**config.mk**
```make
export PLATFORM = sky130hd
export DESIGN_NAME = two_finger_swipe_recognizer_core
export DESIGN_NICKNAME = d
export VERILOG_FILES = /design/src/hw/rtl/tfsr_pkg.sv /design/src/hw/rtl/two_finger_swipe_recognizer_core.sv /design/src/hw/rtl/tfsr_step.sv
export VERILOG_INCLUDE_DIRS = /design/src /design/src/hw/rtl
export SDC_FILE = /design/constraint.sdc
export NUM_CORES = 1
export LEC_CHECK = 0
export BUFFER_PORTS_ARGS = -buffer_cell sky130_fd_sc_hd__buf_2
export CAP_MARGIN = 5
export CORE_ASPECT_RATIO = 0.75
export CORE_MARGIN = 2
export CORE_UTILIZATION = 45
export DETAILED_ROUTE_END_ITERATION = 6
export PLACE_DENSITY_LB_ADDON = 0.12
export SETUP_SLACK_MARGIN = 0.15
export SLEW_MARGIN = 20
export SYNTH_ARGS = -nofsm -noshare
export SYNTH_HDL_FRONTEND = slang
export SYNTH_SLANG_ARGS = --single-unit
```
**constraint.sdc**
```tcl
create_clock -name clk -period 8.3 [get_ports clk]
set_input_delay 0.415 -clock clk [delete_from_list [all_inputs] [get_ports clk]]
set_output_delay 0.415 -clock clk [all_outputs]
set_load 0.005 [all_outputs]
```
**src/hw/rtl/two_finger_swipe_recognizer_core_defines.svh**
```systemverilog
// Assertion macros for the two-finger swipe recognizer.
// Included by RTL files that carry concurrent checks; expects clk and arst_n in scope.
`ifndef TWO_FINGER_SWIPE_RECOGNIZER_CORE_DEFINES_SVH
`define TWO_FINGER_SWIPE_RECOGNIZER_CORE_DEFINES_SVH

// Same-cycle implication.
`define TFSR_ASSERT_NOW(lbl, ante, cons, msg) \
	lbl: assert property (@(posedge clk) disable iff (!arst_n) (ante) |-> (cons)) \
		else $error(msg);

// Next-cycle implication.
`define TFSR_ASSERT_NEXT(lbl, ante, cons, msg) \
	lbl: assert property (@(posedge clk) disable iff (!arst_n) (ante) |=> (cons)) \
		else $error(msg);

`endif

```
**src/hw/rtl/tfsr_pkg.sv**
```systemverilog
// Shared types, codes and helper functions for the two-finger swipe recognizer.
// No dependencies; imported by tfsr_step and the top level.
`default_nettype none

package tfsr_pkg;

	localparam int COORD_BITS = 16;
	localparam int POS_BITS   = 16;
	localparam int THR_BITS   = 16;
	localparam int CNT_BITS   = 4;
	localparam int CODE_BITS  = 3;
	localparam int OP_BITS    = 3;
	localparam int SLOT_BITS  = 4;
	localparam int ADDR_BITS  = 3;
	localparam int DATA_BITS  = 32;
	localparam int DELTA_BITS = COORD_BITS + 2;
	localparam int MAG_BITS   = COORD_BITS + 1;
	localparam int MAN_BITS   = (COORD_BITS + 2 > THR_BITS + 1) ? COORD_BITS + 2 : THR_BITS + 1;

	localparam logic [CNT_BITS-1:0] CNT_MAX   = '1;
	localparam logic [THR_BITS-1:0] THR_RESET = THR_BITS'(320);

	typedef logic [CODE_BITS-1:0] code_t;

	localparam code_t ST_IGNORE    = 3'd0;
	localparam code_t ST_MAYBE     = 3'd1;
	localparam code_t ST_UPDATE    = 3'd2;
	localparam code_t ST_FINISHED  = 3'd3;
	localparam code_t ST_CANCELLED = 3'd4;

	localparam code_t DIR_NONE  = 3'd0;
	localparam code_t DIR_LEFT  = 3'd1;
	localparam code_t DIR_RIGHT = 3'd2;
	localparam code_t DIR_UP    = 3'd3;
	localparam code_t DIR_DOWN  = 3'd4;

	typedef enum logic [OP_BITS-1:0] {
		OP_DOWN,
		OP_MOTION,
		OP_UP,
		OP_FRAME,
		OP_CANCEL,
		OP_RESET
	} op_t;

	localparam logic [ADDR_BITS-1:0] ADDR_THRESHOLD = '0;

	typedef logic [COORD_BITS-1:0] coord_t;
	typedef logic signed [DELTA_BITS-1:0] delta_t;

	typedef struct packed {
		coord_t x;
		coord_t y;
	} point_t;

	typedef struct packed {
		logic [CNT_BITS-1:0] cnt;
		logic                cancelled;
		logic                started;
		code_t               dir;
		point_t [1:0]        start;
		point_t [1:0]        last;
		point_t [1:0]        cur;
	} gest_state_t;

	// Difference of two coordinate sums (twice the centroid move).
	function automatic delta_t sum_delta(coord_t f0, coord_t f1, coord_t t0, coord_t t1);
		logic [DELTA_BITS-1:0] a;
		logic [DELTA_BITS-1:0] b;
		a = DELTA_BITS'(t0) + DELTA_BITS'(t1);
		b = DELTA_BITS'(f0) + DELTA_BITS'(f1);
		return delta_t'(a - b);
	endfunction

	function automatic logic [MAG_BITS-1:0] mag(delta_t d);
		logic [DELTA_BITS-1:0] m;
		m = d[DELTA_BITS-1] ? DELTA_BITS'(-d) : DELTA_BITS'(d);
		return m[MAG_BITS-1:0];
	endfunction

	function automatic logic reached(delta_t dx, delta_t dy, logic [THR_BITS-1:0] thr);
		logic [MAN_BITS-1:0] man;
		man = MAN_BITS'(mag(dx)) + MAN_BITS'(mag(dy));
		return man >= MAN_BITS'({thr, 1'b0});
	endfunction

	function automatic code_t pick_dir(delta_t dx, delta_t dy);
		logic dx_pos;
		logic dy_pos;
		dx_pos = !dx[DELTA_BITS-1] && (dx != '0);
		dy_pos = !dy[DELTA_BITS-1] && (dy != '0);
		if (mag(dx) > mag(dy)) begin
			return dx_pos ? DIR_RIGHT : DIR_LEFT;
		end
		return dy_pos ? DIR_DOWN : DIR_UP;
	endfunction

endpackage

`default_nettype wire

```
**src/hw/rtl/two_finger_swipe_recognizer_core.sv**
```systemverilog
// Top level of the two-finger swipe recognizer: input register, gesture state,
// result register and threshold register. Depends on tfsr_pkg, tfsr_step, defines header.
//
// Usage:
// - Input channel (in_valid/in_stall) carries one touch item: op, slot, pos_x, pos_y.
// - Output channel (out_valid/out_stall) returns exactly one result item per input
//   item: status, last_direction, total_direction, in input order.
// - swipe_threshold sits at APB byte address 0; write it only while the block is idle.
// - Pipeline: an accepted item is registered in the input stage, and its result is
//   registered in the result register once that register is free, raising out_valid.
// - Throughput: one item per cycle unless the receiver stalls. The step logic reads and
//   rewrites the gesture state per item, so each item sees the state the previous one left.
// - When the receiver stalls, the result register holds; the input register still
//   takes one more item, after which in_stall goes high until the result drains.
// - Reset clears the gesture state, both valid flags and sets the threshold to 320.
`default_nettype none
`include "two_finger_swipe_recognizer_core_defines.svh"

module two_finger_swipe_recognizer_core (
	input  logic                                clk,
	input  logic                                arst_n,
	input  logic                                in_valid,
	output logic                                in_stall,
	input  logic [tfsr_pkg::OP_BITS-1:0]        op,
	input  logic [tfsr_pkg::SLOT_BITS-1:0]      slot,
	input  logic [tfsr_pkg::POS_BITS-1:0]       pos_x,
	input  logic [tfsr_pkg::POS_BITS-1:0]       pos_y,
	output logic                                out_valid,
	input  logic                                out_stall,
	output logic [tfsr_pkg::CODE_BITS-1:0]      status,
	output logic [tfsr_pkg::CODE_BITS-1:0]      last_direction,
	output logic [tfsr_pkg::CODE_BITS-1:0]      total_direction,
	input  logic                                psel,
	input  logic                                penable,
	input  logic                                pwrite,
	input  logic [tfsr_pkg::ADDR_BITS-1:0]      paddr,
	input  logic [tfsr_pkg::DATA_BITS-1:0]      pwdata,
	output logic [tfsr_pkg::DATA_BITS-1:0]      prdata,
	output logic                                pready
);
	import tfsr_pkg::*;

	logic                  valid_s1;
	logic [OP_BITS-1:0]    op_s1;
	logic [SLOT_BITS-1:0]  slot_s1;
	coord_t                x_s1;
	coord_t                y_s1;

	logic                  valid_s2;
	code_t                 status_s2;
	code_t                 last_dir_s2;
	code_t                 total_dir_s2;

	gest_state_t           state_q;
	gest_state_t           state_nxt;
	logic [THR_BITS-1:0]   thr_q;
	code_t                 status_nxt;
	code_t                 total_nxt;

	logic                  out_free;
	logic                  advance;
	logic                  take;
	logic                  cfg_wr;

	assign out_free = !valid_s2 || !out_stall;
	assign advance  = valid_s1 && out_free;
	assign in_stall = valid_s1 && !out_free;
	assign take     = in_valid && !in_stall;

	tfsr_step u_step (
		.st        (state_q),
		.op        (op_s1),
		.slot      (slot_s1),
		.px        (x_s1),
		.py        (y_s1),
		.thr       (thr_q),
		.nxt       (state_nxt),
		.status    (status_nxt),
		.total_dir (total_nxt)
	);

	always_ff @(posedge clk or negedge arst_n) begin
		if (!arst_n) begin
			valid_s1 <= 1'b0;
			valid_s2 <= 1'b0;
			state_q  <= '0;
		end else begin
			if (take) begin
				valid_s1 <= 1'b1;
			end else if (advance) begin
				valid_s1 <= 1'b0;
			end
			if (advance) begin
				valid_s2 <= 1'b1;
				state_q  <= state_nxt;
			end else if (!out_stall) begin
				valid_s2 <= 1'b0;
			end
		end
	end

	always_ff @(posedge clk) begin
		if (take) begin
			op_s1   <= op;
			slot_s1 <= slot;
			x_s1    <= COORD_BITS'(pos_x);
			y_s1    <= COORD_BITS'(pos_y);
		end
		if (advance) begin
			status_s2    <= status_nxt;
			last_dir_s2  <= state_nxt.dir;
			total_dir_s2 <= total_nxt;
		end
	end

	assign out_valid       = valid_s2;
	assign status          = status_s2;
	assign last_direction  = last_dir_s2;
	assign total_direction = total_dir_s2;

	// Configuration port
	assign cfg_wr = psel && penable && pwrite;
	assign pready = 1'b1;

	always_ff @(posedge clk or negedge arst_n) begin
		if (!arst_n) begin
			thr_q <= THR_RESET;
		end else if (cfg_wr && paddr[ADDR_BITS-1] == ADDR_THRESHOLD[ADDR_BITS-1]) begin
			thr_q <= pwdata[THR_BITS-1:0];
		end
	end

	assign prdata = (paddr[ADDR_BITS-1] == ADDR_THRESHOLD[ADDR_BITS-1]) ?
		DATA_BITS'(thr_q) : '0;

	`TFSR_ASSERT_NOW(a_stall_needs_full, in_stall, valid_s1 && valid_s2, "stall with free stage")
	`TFSR_ASSERT_NEXT(a_cancel_result, advance && op_t'(op_s1) == OP_CANCEL, valid_s2 && status_s2 == ST_CANCELLED, "cancel item did not report cancelled")
	`TFSR_ASSERT_NOW(a_update_has_dir, valid_s2 && status_s2 == ST_UPDATE, last_dir_s2 != DIR_NONE, "update without direction")
	`TFSR_ASSERT_NOW(a_finish_has_dir, valid_s2 && status_s2 == ST_FINISHED, last_dir_s2 != DIR_NONE && state_q.cnt == '0, "finish without direction or with fingers down")

endmodule

`default_nettype wire

```
**src/hw/rtl/tfsr_step.sv**
```systemverilog
// Next-state and result logic for one touch item of the swipe recognizer.
// Purely combinational; depends on tfsr_pkg.
`default_nettype none

module tfsr_step (
	input  tfsr_pkg::gest_state_t             st,
	input  logic [tfsr_pkg::OP_BITS-1:0]      op,
	input  logic [tfsr_pkg::SLOT_BITS-1:0]    slot,
	input  tfsr_pkg::coord_t                  px,
	input  tfsr_pkg::coord_t                  py,
	input  logic [tfsr_pkg::THR_BITS-1:0]     thr,
	output tfsr_pkg::gest_state_t             nxt,
	output tfsr_pkg::code_t                   status,
	output tfsr_pkg::code_t                   total_dir
);
	import tfsr_pkg::*;

	logic [CNT_BITS-1:0] cnt_up;
	logic [CNT_BITS-1:0] cnt_dn;
	logic                slot_ok;
	logic                idx;
	point_t              pt;
	delta_t              fdx, fdy;
	logic                frame_hit;
	code_t               frame_dir;
	delta_t              tdx, tdy;

	assign cnt_up  = (st.cnt < CNT_MAX) ? st.cnt + 1'b1 : st.cnt;
	assign cnt_dn  = (st.cnt != '0) ? st.cnt - 1'b1 : st.cnt;
	assign slot_ok = (slot[SLOT_BITS-1:1] == '0);
	assign idx     = slot[0];
	assign pt      = '{x: px, y: py};

	assign fdx       = sum_delta(st.last[0].x, st.last[1].x, st.cur[0].x, st.cur[1].x);
	assign fdy       = sum_delta(st.last[0].y, st.last[1].y, st.cur[0].y, st.cur[1].y);
	assign frame_hit = reached(fdx, fdy, thr);
	assign frame_dir = pick_dir(fdx, fdy);

	always_comb begin
		nxt    = st;
		status = ST_IGNORE;
		unique case (op_t'(op))
			OP_DOWN: begin
				nxt.cnt = cnt_up;
				if (!st.cancelled) begin
					if (cnt_up <= CNT_BITS'(2) && slot_ok) begin
						nxt.start[idx] = pt;
					end
					if (cnt_up == CNT_BITS'(2)) begin
						nxt.started = 1'b1;
						nxt.last    = nxt.start;
						nxt.cur     = nxt.start;
						status      = ST_MAYBE;
					end else if (cnt_up > CNT_BITS'(2)) begin
						nxt.cancelled = 1'b1;
						status        = ST_CANCELLED;
					end
				end
			end
			OP_MOTION: begin
				if (!st.cancelled && slot_ok) begin
					nxt.cur[idx] = pt;
					if (!st.started) begin
						nxt.start[idx] = pt;
					end
				end
			end
			OP_UP: begin
				nxt.cnt = cnt_dn;
				if (cnt_dn == '0) begin
					if (!st.cancelled && st.started && st.dir != DIR_NONE) begin
						status = ST_FINISHED;
					end else begin
						nxt.cancelled = 1'b0;
						nxt.started   = 1'b0;
						nxt.dir       = DIR_NONE;
						nxt.start     = '0;
						nxt.last      = '0;
						nxt.cur       = '0;
					end
				end
			end
			OP_FRAME: begin
				if (!st.cancelled && st.started && st.cnt == CNT_BITS'(2) && frame_hit) begin
					nxt.last = st.cur;
					nxt.dir  = frame_dir;
					status   = ST_UPDATE;
				end
			end
			OP_CANCEL: begin
				nxt.cancelled = 1'b1;
				status        = ST_CANCELLED;
			end
			OP_RESET: begin
				nxt.cancelled = 1'b0;
				nxt.started   = 1'b0;
				nxt.dir       = DIR_NONE;
				nxt.start     = '0;
				nxt.last      = '0;
				nxt.cur       = '0;
			end
			default: begin
				nxt = st;
			end
		endcase
	end

	// Start-to-current direction, taken from the updated points.
	assign tdx       = sum_delta(nxt.start[0].x, nxt.start[1].x, nxt.cur[0].x, nxt.cur[1].x);
	assign tdy       = sum_delta(nxt.start[0].y, nxt.start[1].y, nxt.cur[0].y, nxt.cur[1].y);
	assign total_dir = reached(tdx, tdy, thr) ? pick_dir(tdx, tdy) : DIR_NONE;

endmodule

`default_nettype wire

```
==> impl_metrics.json <==
{
  "drive_above_1_share_pct": 31.3,
  "timing.final.ws_setup_ns": -0.0940,
  "final_cell_mix": "405 x buf_4, 214 x inv_1, 213 x dfrtp_1, 204 x a21oi_1, 199 x nor2_1",
  "max-slew-margin-rel_pct": 32.1,
  "fmax_mhz": 119,
  "ys_seq_elements": 267,
  "cts.sinks": 267,
  "die-area_mm2": 0.0583,
  "grt_pass1_wl_mm": 133,
  "rsz0062_at_grt": "true",
  "yosysSeqAreaShare_pct": 27.3,
  "cp-start-kind": "flop",
  "synth_edf_count": 48,
  "timing.final.max_slew_violations": 0,
  "final_area_mm2": 0.0328,
  "grtUsageTotal_pct": 29.3,
  "cp_data_required_time_ns": 8.67,
  "insertion_delay_ns": 0.63,
  "grt_pass1_vias": 22500,
  "cp_top_family": "compound AO/OA/AOI/OAI gates",
  "regToRegEndpoint": "total_direction[0]",
  "gr-total-overflow": 0,
  "dpl_cell_area_mm2": 0.0295,
  "num_vias": 23200,
  "crit_path_max_incr_delay_ns": 0.56,
  "crit_type": "flop to flop",
  "ys_warn_count": 0,
  "endpoint_kind": "flop",
  "row_count": 75,
  "ant_nets": 0,
  "clockBufferDepth": 3,
  "critical_path_depth": 38,
  "status": "finished with violations",
  "fin_skew_ns": 0.0177,
  "start_util_pct": 45.4,
  "ioPinCount": 125,
  "cts_tree": "yes",
  "remaining_drc_errors": 0,
  "rr_startpoint": "slot_s1[1]",
  "cts_made_buffers": 31,
  "async_reset_ff_share_pct": 82.0,
  "wirelength_mm": 88.3,
  "violations": "setup timing",
  "setup_viol": 3,
  "setup.worst_path.end": "total_direction[0]",
  "die_h_um": 210,
  "clk_pin_slew_ns": 0.06,
  "syn2layout_area_growth_pct": 29.3,
  "period_share_pct": 101,
  "crit_slowest_cell": "fa_1",
  "arrival_ns": 8.76,
  "finalNonFillerCells": 3941,
  "grt_antenna_before_repair": 0,
  "timing.final.crit_period_ns": 8.39,
  "worstSetupStartpoint": "slot_s1[1]",
  "port_buffers": 89,
  "core_area_mm2": 0.0558,
  "vias_per_cell": 5.89,
  "fin_nets": 3576,
  "min_from": "pwdata[6]",
  "first_iter_violations": 2186,
  "syn-cell-area_mm2": 0.0254,
  "place_hpwl_mm": 63.3,
  "place_congestion": 0.934,
  "hp-class": "primary input to flop",
  "htree_levels": 1,
  "cap_violations": 0,
  "synthFlopType": "dfrtp_1",
  "yosysUniqueCellTypes": 92,
  "dp.cells": 3771,
  "antennaDiodeCount": 0,
  "cts_root_buf": "clkbuf_16",
  "grt_max_degree": 137,
  "reg2reg_slack_ns": -0.09,
  "rr_worst_depth": 38,
  "syn_inst": 2716,
  "num-fill-cells": 4796,
  "wl_per_cell_um": 22.4,
  "final_common_cell": "buf_4",
  "finalHoldViolCount": 0,
  "die_x_um": 278,
  "worst-path-buf-inv": 4,
  "avgSynthCellArea_um2": 9.34,
  "drtPass1Iterations": 6,
  "worstMarginPinSlew_ns": 1.02,
  "cp_max_fo": 6
}
what timing repair did:
action | CTS | global route
endpoints found under the hold margin | 118 | 0
endpoints found under the setup margin | 69 | 74
setup buffers | 29 | 36
cloned | 6 | 3
pin swaps | 64 | 157
gates resized for setup | 88 | 166
hold buffers | 38 | 0
cell usage after synthesis, drive strengths merged (7+ instances only):
cell,n,area share [%]
inv,229,3.4
a21oi,225,4.4
dfrtp,217,21
nor2,208,3.1
ha,180,8.9
nand2,139,2.1
o21ai,137,2.7
fa,130,10
mux2i,127,5.0
clkbuf,112,1.7
xnor2,89,3.1
mux2,86,3.8
a221o,78,3.1
o21ba,60,2.4
xor2,57,2.0
edfxtp,48,5.7
nor3,43,0.87
a221oi,42,1.5
buf,42,1.0
o22a,41,1.4
a21o,38,1.1
nand3,34,0.67
o21a,27,0.80
a31oi,24,0.64
a211oi,21,0.66
o22ai,21,0.52
nand2b,19,0.47
nor2b,19,0.47
or2,16,0.39
o211ai,15,0.46
o21bai,15,0.44
or3,15,0.39
and3,13,0.32
nand4,13,0.32
nor4,12,0.32
o31ai,12,0.37
and2,11,0.28
a211o,8,0.28
nand3b,8,0.24
a222oi,7,0.28
a31o,7,0.24
how the worst min path moves through the flow:
stage | end | cells past startpoint | slack [ns]
after floorplan | out_valid | 0 | 0.12
after global placement | thr_q[10] | 1 | 0.45
after detailed placement | thr_q[4] | 1 | 0.45
after CTS | x_s1[15] | 1 | 0.0006
after global routing | y_s1[7] | 1 | 0.02
final | thr_q[6] | 2 | 0.03
state kept, by name, summed over array words and instances, names as in the netlist:
register	flops
state_q	201
thr_q	16
status	3
last_direction	3
out_valid	1
valid_s1	1
op_s1	3
total_direction	3
y_s1	16
slot_s1	4
x_s1	16
area by class of cell:
type                    instances  area, µm²  share of cell area (%)
multi-input cells            2080      18300                    55.9
flip-flops and latches        267       6930                    21.1
repair buffers                575       4720                    14.4
well taps                     731        915                    2.79
inverters                     230        866                    2.64
clock buffers                  39        826                    2.52
clock inverters                19        213                   0.648
through the flow:
| step | setup TNS, ns | setup WS [ns] | hold WS (ns) | util (%) |
|---|---|---|---|---|
| floorplan | 0 | 0.153 | 0.119 | - |
| global placement | -0.810 | -0.275 | 0.454 | 52.8 |
| finish | -0.270 | -0.0940 | 0.0266 | 58.8 |
| CTS | -0.275 | -0.0965 | 0.000616 | 56.7 |
| global route | -1.31 | -0.438 | 0.0166 | 58.8 |
| detailed placement | -3.01 | -0.592 | 0.449 | 52.8 |
per-layer routing:
| metal | global-route usage (%) | vias to the layer above | part of all wire [%] |
|---|---|---|---|
| met5 | 0 | - | 0 |
| met4 | 7.68 | 0 | 2.6 |
| met3 | 5.21 | 137 | 8.3 |
| met2 | 45.1 | 888 | 44 |
| met1 | 42.5 | 11500 | 45 |
| li1 | - | 10700 | - |
cells by family (layout without fill, tap and decap cells):
kind of cell	count (synthesis)	after routing	share of synthesized area [%]
adder cells (fa/ha/maj)	310	310	19.1
XOR/XNOR	146	146	5.04
AND/OR/NAND/NOR	571	571	10.6
other	2	17	0.0296
flip-flops	267	267	27.3
AO/OA/AOI/OAI	823	823	23.0
buffers and inverters	384	863	6.07
multiplexers	213	213	8.83
Power is not shown: default switching activity piles up to over one toggle a cycle in this logic, so the estimate is an artifact.
